**config.mk**
```make
export PLATFORM = sky130hd
export DESIGN_NAME = pts_front
export DESIGN_NICKNAME = d
export VERILOG_FILES = /design/src/rtl/pwm_timer_setting_calc_defines.svh /design/src/rtl/pts_pkg.sv /design/src/rtl/pts_front.sv
export SDC_FILE = /design/constraint.sdc
export NUM_CORES = 1
export LEC_CHECK = 0
export BUFFER_PORTS_ARGS = -buffer_cell sky130_fd_sc_hd__buf_2
export CAP_MARGIN = 20
export CORE_MARGIN = 2
export CORE_UTILIZATION = 35
export CTS_CLUSTER_SIZE = 14
export DETAILED_ROUTE_END_ITERATION = 10
export SYNTH_ARGS = -nofsm -noshare
export SYNTH_HDL_FRONTEND = slang
export SYNTH_SLANG_ARGS = --single-unit
```
**constraint.sdc**
```tcl
create_clock -name i_clk -period 9.08 [get_ports i_clk]
set_input_delay 0 -clock i_clk [delete_from_list [all_inputs] [get_ports i_clk]]
set_output_delay 0 -clock i_clk [all_outputs]
set_load 0.02 [all_outputs]
```
**src/rtl/pwm_timer_setting_calc_defines.svh**
```systemverilog
// Assertion macros shared by the pwm timer setting blocks
`ifndef PWM_TIMER_SETTING_CALC_DEFINES_SVH
`define PWM_TIMER_SETTING_CALC_DEFINES_SVH
`ifndef SYNTH
`define PTS_ASSERT_SAME(label, clk, rst_n, ante, cons) \
    label: assert property (@(posedge clk) disable iff (!rst_n) (ante) |-> (cons)) \
        else $error("pts check failed");
`define PTS_ASSERT_NEXT(label, clk, rst_n, ante, cons) \
    label: assert property (@(posedge clk) disable iff (!rst_n) (ante) |=> (cons)) \
        else $error("pts check failed");
`else
`define PTS_ASSERT_SAME(label, clk, rst_n, ante, cons)
`define PTS_ASSERT_NEXT(label, clk, rst_n, ante, cons)
`endif
`endif

```
**src/rtl/pts_pkg.sv**
```systemverilog
package pts_pkg;
    localparam int unsigned PERIOD_W   = 30;
    localparam int unsigned RES_W      = 16;
    localparam int unsigned CLK_W      = 8;
    localparam int unsigned CHAN_W     = 3;
    localparam int unsigned DUTY_W     = 16;
    localparam int unsigned PRESC_W    = 12;
    localparam int unsigned FIELD_W    = 28;
    localparam int unsigned IDX_W      = 2;
    localparam int unsigned DP_W       = DUTY_W + PERIOD_W;  // duty * period_ns
    localparam int unsigned TICKS_W    = 29;
    localparam int unsigned DIVQ_W     = 13;
    localparam int unsigned DIVK_W     = DIVQ_W + 10;
    localparam int unsigned X_W        = DP_W + CLK_W;
    localparam int unsigned DVD_W      = X_W;
    localparam int unsigned DSR_W      = 32;
    localparam int unsigned NBITS_W    = 6;
    localparam int unsigned NS_PER_US  = 1000;
    localparam logic [TICKS_W-1:0] PERIOD_FLOOR = 29'd3;
    localparam logic [PRESC_W-1:0] PRESCALE_MAX = 12'hFFF;
    localparam logic [FIELD_W-1:0] FIELD_MAX    = 28'hFFF_FFFF;

    // ticks = (period_ns / 1000) * clock + ((period_ns % 1000) * clock) / 1000
    localparam int unsigned KILO_W       = 21;
    localparam int unsigned PREM_W       = 10;
    localparam int unsigned PREMC_W      = PREM_W + CLK_W;
    localparam int unsigned PREMC_Q_W    = 9;
    // exact reciprocals of 1000 for 30-bit and 18-bit dividends
    localparam int unsigned RCP_KILO_W   = 31;
    localparam int unsigned RCP_KILO_SH  = 40;
    localparam int unsigned KILO_PROD_W  = PERIOD_W + RCP_KILO_W;
    localparam logic [RCP_KILO_W-1:0] RCP_KILO = 31'd1099511628;
    localparam int unsigned RCP_PREMC_W  = 19;
    localparam int unsigned RCP_PREMC_SH = 28;
    localparam int unsigned PREMC_PROD_W = PREMC_W + RCP_PREMC_W;
    localparam logic [RCP_PREMC_W-1:0] RCP_PREMC = 19'd268436;
    // exact reciprocal of the 16-bit counter maximum (0xFFFF) for 29-bit ticks;
    // ticks never reach the 32-bit maximum, so that quotient is zero
    localparam int unsigned RCP_NARROW_W  = 30;
    localparam int unsigned RCP_NARROW_SH = 45;
    localparam int unsigned DIVQ_PROD_W   = TICKS_W + RCP_NARROW_W;
    localparam logic [RCP_NARROW_W-1:0] RCP_NARROW = 30'd536879105;

    localparam logic [2:0] REG_PERIOD  = 3'd0;
    localparam logic [2:0] REG_RES     = 3'd1;
    localparam logic [2:0] REG_CLOCK   = 3'd2;
    localparam logic [2:0] REG_WIDE    = 3'd3;
    localparam logic [2:0] REG_CHANNEL = 3'd4;

    typedef struct packed {
        logic [PERIOD_W-1:0] period_ns;
        logic [DP_W-1:0]     dp;
        logic [RES_W-1:0]    res;
        logic [CLK_W-1:0]    clk_mhz;
        logic                wide;
        logic [IDX_W-1:0]    chan_idx;
    } t_item;

    typedef struct packed {
        logic               start;
        logic [DVD_W-1:0]   dividend;
        logic [DSR_W-1:0]   divisor;
        logic [NBITS_W-1:0] nbits;
    } t_div_req;

    typedef struct packed {
        logic             busy;
        logic             done;
        logic [DVD_W-1:0] quot;
    } t_div_rsp;
endpackage

```
**src/rtl/pts_front.sv**
```systemverilog
module pts_front (
    input  logic                          i_clk,
    input  logic                          i_rst_n,
    input  logic                          i_valid,
    output logic                          o_stall,
    input  logic [pts_pkg::DUTY_W-1:0]    i_duty,
    input  logic [pts_pkg::PERIOD_W-1:0]  i_period_ns,
    input  logic [pts_pkg::RES_W-1:0]     i_duty_resolution,
    input  logic [pts_pkg::CLK_W-1:0]     i_clock_mhz,
    input  logic                          i_wide_counter,
    input  logic [pts_pkg::CHAN_W-1:0]    i_channel_number,
    output logic                          o_push,
    output pts_pkg::t_item                o_item,
    input  logic                          i_full
);
    import pts_pkg::*;

    logic  r_v;
    t_item r_item;
    logic  accept;
    logic  [CHAN_W-1:0] chan_m1;

    assign o_stall = r_v && i_full;
    assign accept  = i_valid && !o_stall;
    assign o_push  = r_v && !i_full;
    assign o_item  = r_item;
    assign chan_m1 = i_channel_number - CHAN_W'(1);

    always_ff @(posedge i_clk) begin
        if (!i_rst_n) begin
            r_v <= 1'b0;
        end else begin
            r_v <= accept || (r_v && i_full);
        end
    end

    always_ff @(posedge i_clk) begin
        if (accept) begin
            r_item.period_ns <= i_period_ns;
            r_item.dp        <= DP_W'(i_duty) * DP_W'(i_period_ns);
            // zero resolution counts as one
            r_item.res       <= (i_duty_resolution == '0) ? RES_W'(1) : i_duty_resolution;
            r_item.clk_mhz   <= i_clock_mhz;
            r_item.wide      <= i_wide_counter;
            r_item.chan_idx  <= chan_m1[IDX_W-1:0];
        end
    end
endmodule

```
After elaboration in Yosys (flattened, before gate mapping):

Index checks and enable logic that the tools add are counted.

* register bits: 104
* input bits: 78

* $add $sub $neg: 1
* multiply operators: 1
* reductions and logical operators: 7

Operators with widths (count)
* $mul 16x30->46: 1
* $logic_not 16->1: 1
* $logic_and 1x1->1: 3
* $logic_not 1->1: 2
* $sub 2x1->2 const B: 1
* $logic_or 1x1->1: 1

Logic depth before layout (Yosys ltp):

Gate-level depths: netlist of the first run.

* depth after elaboration: 4
* depth in mapped cells: 24

Worst setup path before layout of the first run:

No wires, ideal clock.

* path kind: in2reg
* start point: in i_duty[7] (netlist bit)
* end point: reg r_item (netlist bit o_item[66]) (data pin)
* setup time: 0.262 ns
* data arrival time: 5.488 ns
* required time: 8.818 ns
* slack: 3.331 ns
* stages: 22
* buffers on the path: 1
* cell sequence: clkbuf_1 > nand2_1 > fa_1 > inv_1 > fa_1 > inv_1 > fa_1 > inv_1 > fa_1 > fa_1 > inv_1 > fa_1 > inv_1 > ha_1 > nand4_1 > nor2_1 > a2111oi_2 > a2111oi_1 > or4b_1 > a31oi_1 > o21ai_1 > xor2_1

* word-level cells in the longest chain between the ends: 1

RTL lines
* start, declared: RTL line pts_front.sv:6 `input logic [pts_pkg::DUTY_W-1:0] i_duty,`
* $mul 16x30->46: RTL line pts_front.sv:40 `r_item.dp <= DP_W'(i_duty) * DP_W'(i_period_ns);`
* end, declared: RTL line pts_front.sv:19 `t_item r_item;`

No other way between the ends.
A chain may end at the register's enable or synchronous reset.

Final worst setup path of the first run:

Same ends and word-level chain as after synthesis.

==> flow_summary.json, run 1 <==
{
  "num_rows": 84,
  "post_synth_main_area_contributors": "sky130_fd_sc_hd__fa_1 42%, sky130_fd_sc_hd__edfxtp_1 17%, sky130_fd_sc_hd__inv_1 8.3%",
  "timing_worst_setup_path_type": "input pin to flop",
  "grt_remaining_overflow": 0,
  "finalSetupViolations": 0,
  "ratio_of_cells_with_drive_above_1_in_the_final_layout": 0.107,
  "synth_enable_flop_cells": 103,
  "critical_path_required_ps": 9230,
  "max-clock-path-buffers": 2,
  "synth_xor_xnor_area_share": 0.0214,
  "first_global_vias": 14564,
  "grt_usage": 0.184,
  "clock_sinks": 104,
  "tritoncts_buffers": 9,
  "num_io_pins": 183,
  "die-width_um": 234,
  "async_reset_ff_frac": 0,
  "netlist-cell-type-count": 54,
  "design.die.area_um2": 54500,
  "avgSynthCellArea_um2": 9.81,
  "synth_simple_gate_area_share": 0.149,
  "worstMarginPinSlew_ps": 754,
  "placement_setup_slack_ps": 2340,
  "cts.reportedPaths.clkPinSlew_ps": 90,
  "crit_path_start_kind": "input pin",
  "cts_hold_buffers": 34,
  "finalWeightedCongestion": 0.855,
  "port_buffers": 181,
  "grt_first_pass_wirelength_mm": 77.1,
  "cts-htree-levels": 3,
  "synth_most_common_cell": "sky130_fd_sc_hd__inv_1",
  "core-area_um2": 52300,
  "worst_hold_path_type": "input pin to flop",
  "timing.final.max_slew_violations": 0,
  "ant_nets": 0,
  "timing.critical_path.arrival_ps": 6550,
  "post_synth_inst_count": 1880,
  "fp.dieH_um": 234,
  "synthFlopType": "sky130_fd_sc_hd__edfxtp_1",
  "synth_top_cell_area_share": 0.423,
  "antenna_found_initial": 3,
  "detail_route.first_pass.iterations": 4,
  "number_of_violations_reported_at_the_end_of_detailed_routing_iteration_0": 565,
  "maxClockFrequency_ghz": 0.156,
  "avgRoutedWirePerCell_um": 17.8,
  "synth.yosys.warnings": 0,
  "critPathCaptureType": "flop",
  "cts_post_setup_buffers_inserted": 0,
  "detailedPlacementHpwl_mm": 37.1,
  "vias_per_cell": 4.95,
  "synth_top_area_cell": "sky130_fd_sc_hd__fa_1",
  "synth_compound_gate_area_share": 0.0531,
  "layout.area.seq_um2": 3110,
  "synth_top_family_by_area": "adder cells",
  "tritoncts": "done",
  "hold-worst-slack_ps": 34.6,
  "slew_headroom": 0.498,
  "multi_input_area_um2": 13400,
  "quantity_of_gates_resized_following_cts": 0,
  "postRouteWirelength_mm": 48.1,
  "ys_seq_area_frac": 0.169,
  "drt_drc_violations_left": 0,
  "grt_setup_unrepaired": "no",
  "antenna-diode-count": 0,
  "ys_top_cells_by_count": "406 x sky130_fd_sc_hd__inv_1, 390 x sky130_fd_sc_hd__fa_1, 313 x sky130_fd_sc_hd__nand2_1",
  "insertion_delay_ps": 400,
  "muxShareOfSynthArea": 0,
  "min_period_over_period": 0.705,
  "fin_tns_setup_ps": 0,
  "initial_utilization": 0.352,
  "finalCriticalPeriod_ps": 6400,
  "mappedNetlistNets": 2466,
  "timing.clock.skew_ps": 12.9,
  "nets_finish": 2592,
  "path_max_fanout": 30,
  "synthToLayoutAreaGrowth_pct": 11.2,
  "route.vias.total": 13357,
  "run_status": "completed",
  "ys_ff_latch": 104,
  "grt_max_degree": 54,
  "synth_fa_ha_area_frac": 0.504,
  "final_hold_viol_count": 0,
  "drv.max_cap_violation_count": 0,
  "fillers": 5198,
  "root_buffer_cell": "sky130_fd_sc_hd__clkbuf_16",
  "post_synth_instance_area_um2": 18400,
  "layout_setup_ws_ps": 2680
}
-- through the flow --
| stage | std cells | util | cell area [um2] |
|---|---|---|---|
| after floorplan | 1880 | - | 18400 |
| after global placement | 2649 | 0.379 | 19900 |
| after detailed placement | 2649 | 0.379 | 19900 |
| after CTS | 2699 | 0.392 | 20500 |
| after global routing | 2699 | 0.392 | 20500 |
| final | 2699 | 0.392 | 20500 |
-- layout by cell type, fill, tap and decap left out, types with 28 or more instances in the layout --
| master | n |
|---|---|
| sky130_fd_sc_hd__dlygate4sd3_1 | 34 |
| sky130_fd_sc_hd__a21oi_1 | 39 |
| sky130_fd_sc_hd__xnor2_1 | 28 |
| sky130_fd_sc_hd__edfxtp_1 | 103 |
| sky130_fd_sc_hd__a21o_1 | 34 |
| sky130_fd_sc_hd__and2_1 | 198 |
| sky130_fd_sc_hd__nand2_1 | 313 |
| sky130_fd_sc_hd__fa_1 | 390 |
| sky130_fd_sc_hd__buf_2 | 181 |
| sky130_fd_sc_hd__inv_1 | 406 |
| sky130_fd_sc_hd__ha_1 | 118 |
-- layer usage --
metal  routed length, um  vias up  global-route usage
li1                    -     5871                   -
met1               18800     7012               0.224
met2               25500      396               0.334
met3                2550       72              0.0283
met4                1140        6              0.0540
met5                  34        -                   0
-- sequential cells by signal, indices dropped and copies added, names as in the netlist --
| signal | count |
|---|---|
| o_item | 103 |
| r_v | 1 |
-- cell families (layout without fill, tap and decap cells) --
logic type / count (synthesis) / in the layout
AO/OA/AOI/OAI: 141 / 141
XOR/XNOR: 45 / 45
flip-flops: 104 / 104
AND/OR/NAND/NOR: 572 / 572
adder cells (fa/ha/maj): 508 / 508
buffers and inverters: 510 / 641
-- final cells by class --
class	count	share of cell area
Multi-Input combinational cell	1266	0.654
Clock buffer	9	0.0110
Timing Repair Buffer	219	0.0622
Tap cell	688	0.0420
Clock inverter	7	0.00445
Sequential cell	104	0.152
Inverter	406	0.0743
-- worst max-delay path: stages --
cell	delay, ps
sky130_fd_sc_hd__buf_2	520
sky130_fd_sc_hd__nand2_1	160
sky130_fd_sc_hd__fa_1	560
sky130_fd_sc_hd__inv_1	60
sky130_fd_sc_hd__fa_1	490
sky130_fd_sc_hd__inv_1	50
sky130_fd_sc_hd__fa_1	540
sky130_fd_sc_hd__inv_1	50
sky130_fd_sc_hd__fa_1	440
sky130_fd_sc_hd__fa_1	490
sky130_fd_sc_hd__inv_1	50
sky130_fd_sc_hd__fa_1	470
sky130_fd_sc_hd__inv_1	40
sky130_fd_sc_hd__ha_1	390
sky130_fd_sc_hd__nand4_1	140
sky130_fd_sc_hd__nor2_1	70
sky130_fd_sc_hd__a2111oi_2	560
sky130_fd_sc_hd__a2111oi_1	250
sky130_fd_sc_hd__or4b_1	580
sky130_fd_sc_hd__a31oi_1	360
sky130_fd_sc_hd__o21ai_1	110
sky130_fd_sc_hd__xor2_1	150
-- final timing paths --
kind,to,start,depth (start not counted),slack [ps]
min reg2reg,o_item[10]$_DFFE_PP_,r_v$_SDFF_PN0_,2,760
max,o_item[66]$_DFFE_PP_,i_duty[7],22,2680
min,o_item[76]$_DFFE_PP_,i_period_ns[3],1,30
max reg2reg,o_item[83]$_DFFE_PP_,r_v$_SDFF_PN0_,4,6790
Power of run 1 is left out: the tool's default activity adds up to more than one toggle a clock period on the data nets, which glitch-free logic cannot reach.
==> inputs of run 2 (changes only) <==
--- a/config.mk
+++ b/config.mk
@@ -5,6 +5,7 @@
 export SDC_FILE = /design/constraint.sdc
 export NUM_CORES = 1
 export LEC_CHECK = 0
+export ABC_AREA = 1
 export BUFFER_PORTS_ARGS = -buffer_cell sky130_fd_sc_hd__buf_2
 export CAP_MARGIN = 20
 export CORE_MARGIN = 2
==> constraint.sdc (replaced) <==
create_clock -name i_clk -period 5.8 [get_ports i_clk]
set_input_delay 0 -clock i_clk [delete_from_list [all_inputs] [get_ports i_clk]]
set_output_delay 0 -clock i_clk [all_outputs]
set_load 0.02 [all_outputs]
==> run 2 against run 1 <==
  * Worst hold slack improved by 2.4 ps
  * Critical path type unchanged
  * First-iteration DRC count rose by 35%
  * Largest cell class unchanged
  * Sequential share of layout area fell by 1.1 points
  * Worst setup slack got worse by 2400 ps
  * Global-route usage fell by 0.44 points
==> flow_summary.json, run 2 <==
{
  "run_status": "completed",
  "mostFrequentLayoutCells": "765 x sky130_fd_sc_hd__nand2_1, 740 x sky130_fd_sc_hd__inv_1, 390 x sky130_fd_sc_hd__fa_1",
  "hold-worst-slack_ps": 37.1,
  "maxClockFrequency_ghz": 0.182,
  "hold_end": "o_item[75]$_DFFE_PP_",
  "synth_enable_flop_cells": 103,
  "slew_headroom": 0.430,
  "route.vias.total": 14905,
  "ys_seq_area_frac": 0.157,
  "max-clock-path-buffers": 2,
  "postRouteWirelength_mm": 50.3,
  "timing.final.max_slew_violations": 0,
  "finalWeightedCongestion": 0.841,
  "tritoncts_buffers": 9,
  "number_of_violations_reported_at_the_end_of_detailed_routing_iteration_0": 760,
  "timing.critical_path.arrival_ps": 5640,
  "timing_worst_setup_path_type": "input pin to flop",
  "timing.clock.skew_ps": 18.8,
  "layout.area.seq_um2": 3110,
  "synthToLayoutAreaGrowth_pct": 11.7,
  "antenna_found_initial": 1,
  "r2r_cells": 4,
  "grt.met2_usage": 0.319,
  "final_hold_viol_count": 0,
  "mappedNetlistNets": 3056,
  "insertion_delay_ps": 400,
  "finalNonFillerCells": 3368,
  "grt_max_degree": 64,
  "num_io_pins": 183,
  "cts_post_setup_buffers_inserted": 0,
  "ys_ff_latch": 104,
  "fp.dieH_um": 242,
  "clock_sinks": 104,
  "finalCriticalPeriod_ps": 5490,
  "async_reset_ff_frac": 0,
  "post_synth_main_area_contributors": "sky130_fd_sc_hd__fa_1 39%, sky130_fd_sc_hd__edfxtp_1 16%, sky130_fd_sc_hd__nand2_1 14%",
  "r2r_start": "r_v$_SDFF_PN0_",
  "ff2ff_setup_slack_ps": 3890,
  "crit_path_max_incr_delay_ps": 570,
  "drv.max_cap_violation_count": 0,
  "netlist-cell-type-count": 32,
  "ys_top_cells_by_count": "765 x sky130_fd_sc_hd__nand2_1, 740 x sky130_fd_sc_hd__inv_1, 390 x sky130_fd_sc_hd__fa_1",
  "cts_hold_buffers": 30,
  "post_synth_instance_area_um2": 19900,
  "synth_top_cell_area_share": 0.393,
  "worst_hold_path_type": "input pin to flop",
  "design.die.area_um2": 58600,
  "largest_reg_flops": 103,
  "gr-max-usage-layer": "met2",
  "synth_top_area_cell": "sky130_fd_sc_hd__fa_1",
  "core-area_um2": 56300,
  "fillers": 5811,
  "fin_tns_setup_ps": 0,
  "root_buffer_cell": "sky130_fd_sc_hd__clkbuf_16",
  "ant_nets": 0,
  "tritoncts": "done",
  "timing.hold.worst.start": "i_period_ns[2]",
  "die-width_um": 242,
  "post_synth_inst_count": 2470,
  "met3_usage": 0.0248,
  "quantity_of_gates_resized_following_cts": 0,
  "layout.cells.most_common": "sky130_fd_sc_hd__nand2_1",
  "critical_path_required_ps": 5950,
  "vias_per_cell": 4.43,
  "r2r_end": "o_item[102]$_DFFE_PP_",
  "ratio_of_cells_with_drive_above_1_in_the_final_layout": 0.111,
  "cells_along_the_critical_path": "dlygate4sd3_1 > buf_2 > buf_4 > nand2_1 > fa_1 > fa_1 > inv_1 > fa_1 > fa_1 > fa_1 > inv_1 > fa_1 > inv_1 > ha_1 > a21oi_1 > nand2_1 > a21oi_1 > nor2_1 > nor2_1 > nand2_1 > nand2_1 > nand2_1",
  "avgRoutedWirePerCell_um": 14.9,
  "critPathCaptureType": "flop",
  "path_max_fanout": 11,
  "detail_route.first_pass.iterations": 7,
  "avgSynthCellArea_um2": 8.04,
  "cts.reportedPaths.clkPinSlew_ps": 90,
  "first_global_vias": 15693,
  "grt_setup_unrepaired": "no",
  "cp_common_cell": "sky130_fd_sc_hd__fa_1",
  "initial_utilization": 0.353,
  "cts-htree-levels": 3,
  "num_rows": 87,
  "nets_finish": 3192,
  "drt_drc_violations_left": 0,
  "finalSetupViolations": 0,
  "detailedPlacementHpwl_mm": 42.6,
  "synth_most_common_cell": "sky130_fd_sc_hd__nand2_1",
  "port_buffers": 181,
  "grt_util_met1": 0.232,
  "worstMarginPinSlew_ps": 855,
  "grt_remaining_overflow": 0,
  "timing.critical_path.slowest_stage_cell": "sky130_fd_sc_hd__fa_1",
  "synth.yosys.warnings": 0,
  "whs_path_depth": 1,
  "crit_path_start_kind": "input pin",
  "grt_first_pass_wirelength_mm": 83.3,
  "min_period_over_period": 0.946,
  "grt_usage": 0.180,
  "synthFlopType": "sky130_fd_sc_hd__edfxtp_1",
  "post-place-cells": 3321,
  "multi_input_area_um2": 13500
}
-- run 2: cell types whose count changed in the layout (fill, tap and decap cells not counted), sizes merged, moves of 18 or more --
cell	previous run	this run
nand2	313	787
inv	409	748
and2	199	1
nor2	22	76
a21o	34	0
nand3	1	35
buf	185	218
o21ai	24	5
xnor2	28	10
-- run 2: worst max path at each step --
stage	startpoint	endpoint	depth (start not counted)
6_report	i_period_ns[24]	o_item[67]$_DFFE_PP_	22
5_1_grt	i_period_ns[24]	o_item[67]$_DFFE_PP_	24
4_1_cts	i_period_ns[24]	o_item[67]$_DFFE_PP_	22
3_5_place_dp	i_duty[3]	o_item[65]$_DFFE_PP_	21
3_3_place_gp	i_duty[7]	o_item[71]$_DFFE_PP_	20
2_1_floorplan	r_v$_SDFF_PN0_	o_item[0]$_DFFE_PP_	3
-- run 2: kinds of logic after synthesis --
kind of cell,Yosys count,share of synthesized area
simple gates,912,0.185
buf+inv,870,0.164
fa+ha+maj,508,0.468
flops,104,0.157
compound gates,47,0.0134
xor+xnor,29,0.0128
-- run 2: final cells by class --
type	instances	area share
Multi-Input combinational cell	1496	0.608
Inverter	747	0.126
Clock inverter	7	0.00440
Timing Repair Buffer	248	0.0680
Sequential cell	104	0.140
Antenna cell	1	0.000113
Tap cell	756	0.0426
Clock buffer	9	0.0102
-- run 2: per-layer routing --
metal / share of wire / routed length (um)
met3: 0.041 / 2080
met1: 0.43 / 21800
met5: 0 / 0
met4: 0.016 / 789
met2: 0.51 / 25700
-- run 2: critical path, delay by kind of cell --
family	cells	cell delay [ps]
fa+ha+maj	7	3380
buf+inv	6	1160
simple gates	7	620
compound gates	2	480
-- run 2: metrics by stage --
step,instance area [um2],utilization,setup WS (ps)
2_1_floorplan,19900,-,463
3_3_place_gp,21600,0.383,230
3_5_place_dp,21600,0.383,252
4_1_cts,22200,0.394,301
5_1_grt,22200,0.394,26.3
6_report,22200,0.394,314
Power of run 2 is left out for the same reason.
==> inputs of run 3 (changes only) <==
--- a/config.mk
+++ b/config.mk
@@ -8,10 +8,13 @@
 export ABC_AREA = 1
 export BUFFER_PORTS_ARGS = -buffer_cell sky130_fd_sc_hd__buf_2
 export CAP_MARGIN = 20
+export CELL_PAD_IN_SITES_DETAIL_PLACEMENT = 2
+export CELL_PAD_IN_SITES_GLOBAL_PLACEMENT = 2
 export CORE_MARGIN = 2
-export CORE_UTILIZATION = 35
+export CORE_UTILIZATION = 34
 export CTS_CLUSTER_SIZE = 14
 export DETAILED_ROUTE_END_ITERATION = 10
+export PLACE_DENSITY_LB_ADDON = 0.1
 export SYNTH_ARGS = -nofsm -noshare
 export SYNTH_HDL_FRONTEND = slang
 export SYNTH_SLANG_ARGS = --single-unit
==> run 3 against run 2 <==
  * Die area increased by 2.9%
  * Utilization decreased by 0.36 points
  * Clock-buffer cell count unchanged
  * Clock skew increased by 8.1 ps
  * Via count increased by 5.9%
  * Sequential share of layout area decreased by 0.22 points
  * First-iteration DRC count decreased by 45%
  * Highest routed layer unchanged
  * Sequential cell count unchanged
  * Register-to-register slack got worse by 310 ps
  * Critical endpoint is now o_item[69]$_DFFE_PP_
  * Wire length increased by 31%
==> flow_summary.json, run 3 (synthesis results as in run 2) <==
{
  "grt_usage": 0.229,
  "cts_post_setup_buffers_inserted": 0,
  "grt_first_pass_wirelength_mm": 104,
  "first_global_vias": 18438,
  "grt_remaining_overflow": 0,
  "fp.dieH_um": 246,
  "r2r_cells": 4,
  "min_period_over_period": 0.951,
  "insertion_delay_ps": 430,
  "fillers": 6662,
  "critPathCaptureType": "flop",
  "finalSetupViolations": 0,
  "max-clock-path-buffers": 2,
  "run_status": "completed",
  "timing.clock.skew_ps": 26.9,
  "mostFrequentLayoutCells": "765 x sky130_fd_sc_hd__nand2_1, 740 x sky130_fd_sc_hd__inv_1, 390 x sky130_fd_sc_hd__fa_1",
  "nets_finish": 3223,
  "largest_reg_flops": 103,
  "drt_drc_violations_left": 0,
  "vias_per_cell": 4.63,
  "final_hold_viol_count": 0,
  "root_buffer_cell": "sky130_fd_sc_hd__clkbuf_16",
  "ant_nets": 0,
  "ff2ff_setup_slack_ps": 3580,
  "timing_worst_setup_path_type": "input pin to flop",
  "num_io_pins": 183,
  "worstMarginPinSlew_ps": 847,
  "tritoncts_buffers": 9,
  "r2r_start": "r_v$_SDFF_PN0_",
  "tritoncts": "done",
  "timing.critical_path.arrival_ps": 5680,
  "avgRoutedWirePerCell_um": 19.4,
  "crit_path_end": "o_item[69]$_DFFE_PP_",
  "initial_utilization": 0.344,
  "drv.max_cap_violation_count": 0,
  "grt_max_degree": 45,
  "detail_route.first_pass.iterations": 4,
  "critical_path_required_ps": 5960,
  "cp_common_cell": "sky130_fd_sc_hd__nand2_1",
  "r2r_end": "o_item[97]$_DFFE_PP_",
  "cts.reportedPaths.clkPinSlew_ps": 120,
  "core-area_um2": 57700,
  "clock_sinks": 104,
  "path_max_fanout": 9,
  "finalWeightedCongestion": 0.815,
  "slew_headroom": 0.434,
  "port_buffers": 181,
  "synthToLayoutAreaGrowth_pct": 13.5,
  "whs_path_depth": 1,
  "worst_setup_path_startpoint": "i_period_ns[8]",
  "layout.cells.most_common": "sky130_fd_sc_hd__nand2_1",
  "grt_setup_unrepaired": "no",
  "crit_path_max_incr_delay_ps": 530,
  "fin_tns_setup_ps": 0,
  "ratio_of_cells_with_drive_above_1_in_the_final_layout": 0.121,
  "cts-htree-levels": 3,
  "postRouteWirelength_mm": 66.0,
  "die-width_um": 246,
  "finalCriticalPeriod_ps": 5520,
  "detailedPlacementHpwl_mm": 55.7,
  "worst_hold_path_type": "input pin to flop",
  "timing.final.max_slew_violations": 0,
  "number_of_violations_reported_at_the_end_of_detailed_routing_iteration_0": 420,
  "timing.critical_path.slowest_stage_cell": "sky130_fd_sc_hd__dlygate4sd3_1",
  "maxClockFrequency_ghz": 0.181,
  "num_rows": 88,
  "crit_path_start_kind": "input pin",
  "route.vias.total": 15787,
  "antenna_found_initial": 2,
  "design.die.area_um2": 60300
}
run 3: changes by cell type in the layout (fill, tap and decap cells not counted), moves of 2 or more:
cell and delta:
sky130_fd_sc_hd__clkbuf_4 +3, sky130_fd_sc_hd__inv_12 +2, sky130_fd_sc_hd__buf_12 +5, sky130_fd_sc_hd__inv_6 -3, sky130_fd_sc_hd__dlygate4sd3_1 +4, sky130_fd_sc_hd__inv_8 +3, sky130_fd_sc_hd__buf_4 +22, sky130_fd_sc_hd__buf_2 -3
run 3: worst min path at each step:
stage / startpoint / to / slack, ps
floorplan: i_full / o_push / 80
global placement: i_clock_mhz[2] / o_item[5]$_DFFE_PP_ / 180
detailed placement: i_clock_mhz[1] / o_item[4]$_DFFE_PP_ / 180
CTS: i_period_ns[10] / o_item[83]$_DFFE_PP_ / 20
global route: i_period_ns[17] / o_item[90]$_DFFE_PP_ / 40
finish: i_period_ns[15] / o_item[88]$_DFFE_PP_ / 50
run 3: per-stage QoR:
step           hold WS [ps]  setup slack [ps]  instances  utilization  area (um2)
6_report               47.2               284       3409        0.390       22500
5_1_grt                44.1              4.80       3409        0.390       22500
4_1_cts                19.3               157       3407        0.390       22500
3_5_place_dp            179              58.7       3357        0.378       21800
3_3_place_gp            178               180       3357        0.378       21800
2_1_floorplan          79.8               463       2470            -       19900
run 3: timing repair:
item | in CTS | in global routing
endpoints found under the hold margin | 33 | 0
setup endpoints to repair | 0 | 9
hold buffers | 34 | 0
resized for setup | 0 | 8
run 3: layout make-up:
type / instances / area, um2 / share of cell area
timing repair buffer: 279 / 1820 / 0.0809
clock buffer: 9 / 225 / 0.0100
tap: 765 / 957 / 0.0425
clock inverter: 7 / 98.8 / 0.00439
multi-input combinational: 1496 / 13500 / 0.599
antenna: 2 / 5.00 / 0.000222
inverter: 747 / 2800 / 0.124
sequential: 104 / 3110 / 0.138
run 3: worst max-delay path: cells and delay by family:
kind,cells,cell delay (ps)
buffers and inverters,9,1240
AND/OR/NAND/NOR,12,1090
adder cells (fa/ha/maj),7,3330
run 3: routing by layer:
metal  wire, um  up-vias  track usage  share of wire
li1           -     7229            -              -
met1      26300     8290        0.262           0.40
met2      36800      183        0.443           0.56
met3       1050       85       0.0205          0.016
met4       1840        0       0.0736          0.028
met5          0        -            0              0
Power of run 3 is left out for the same reason.
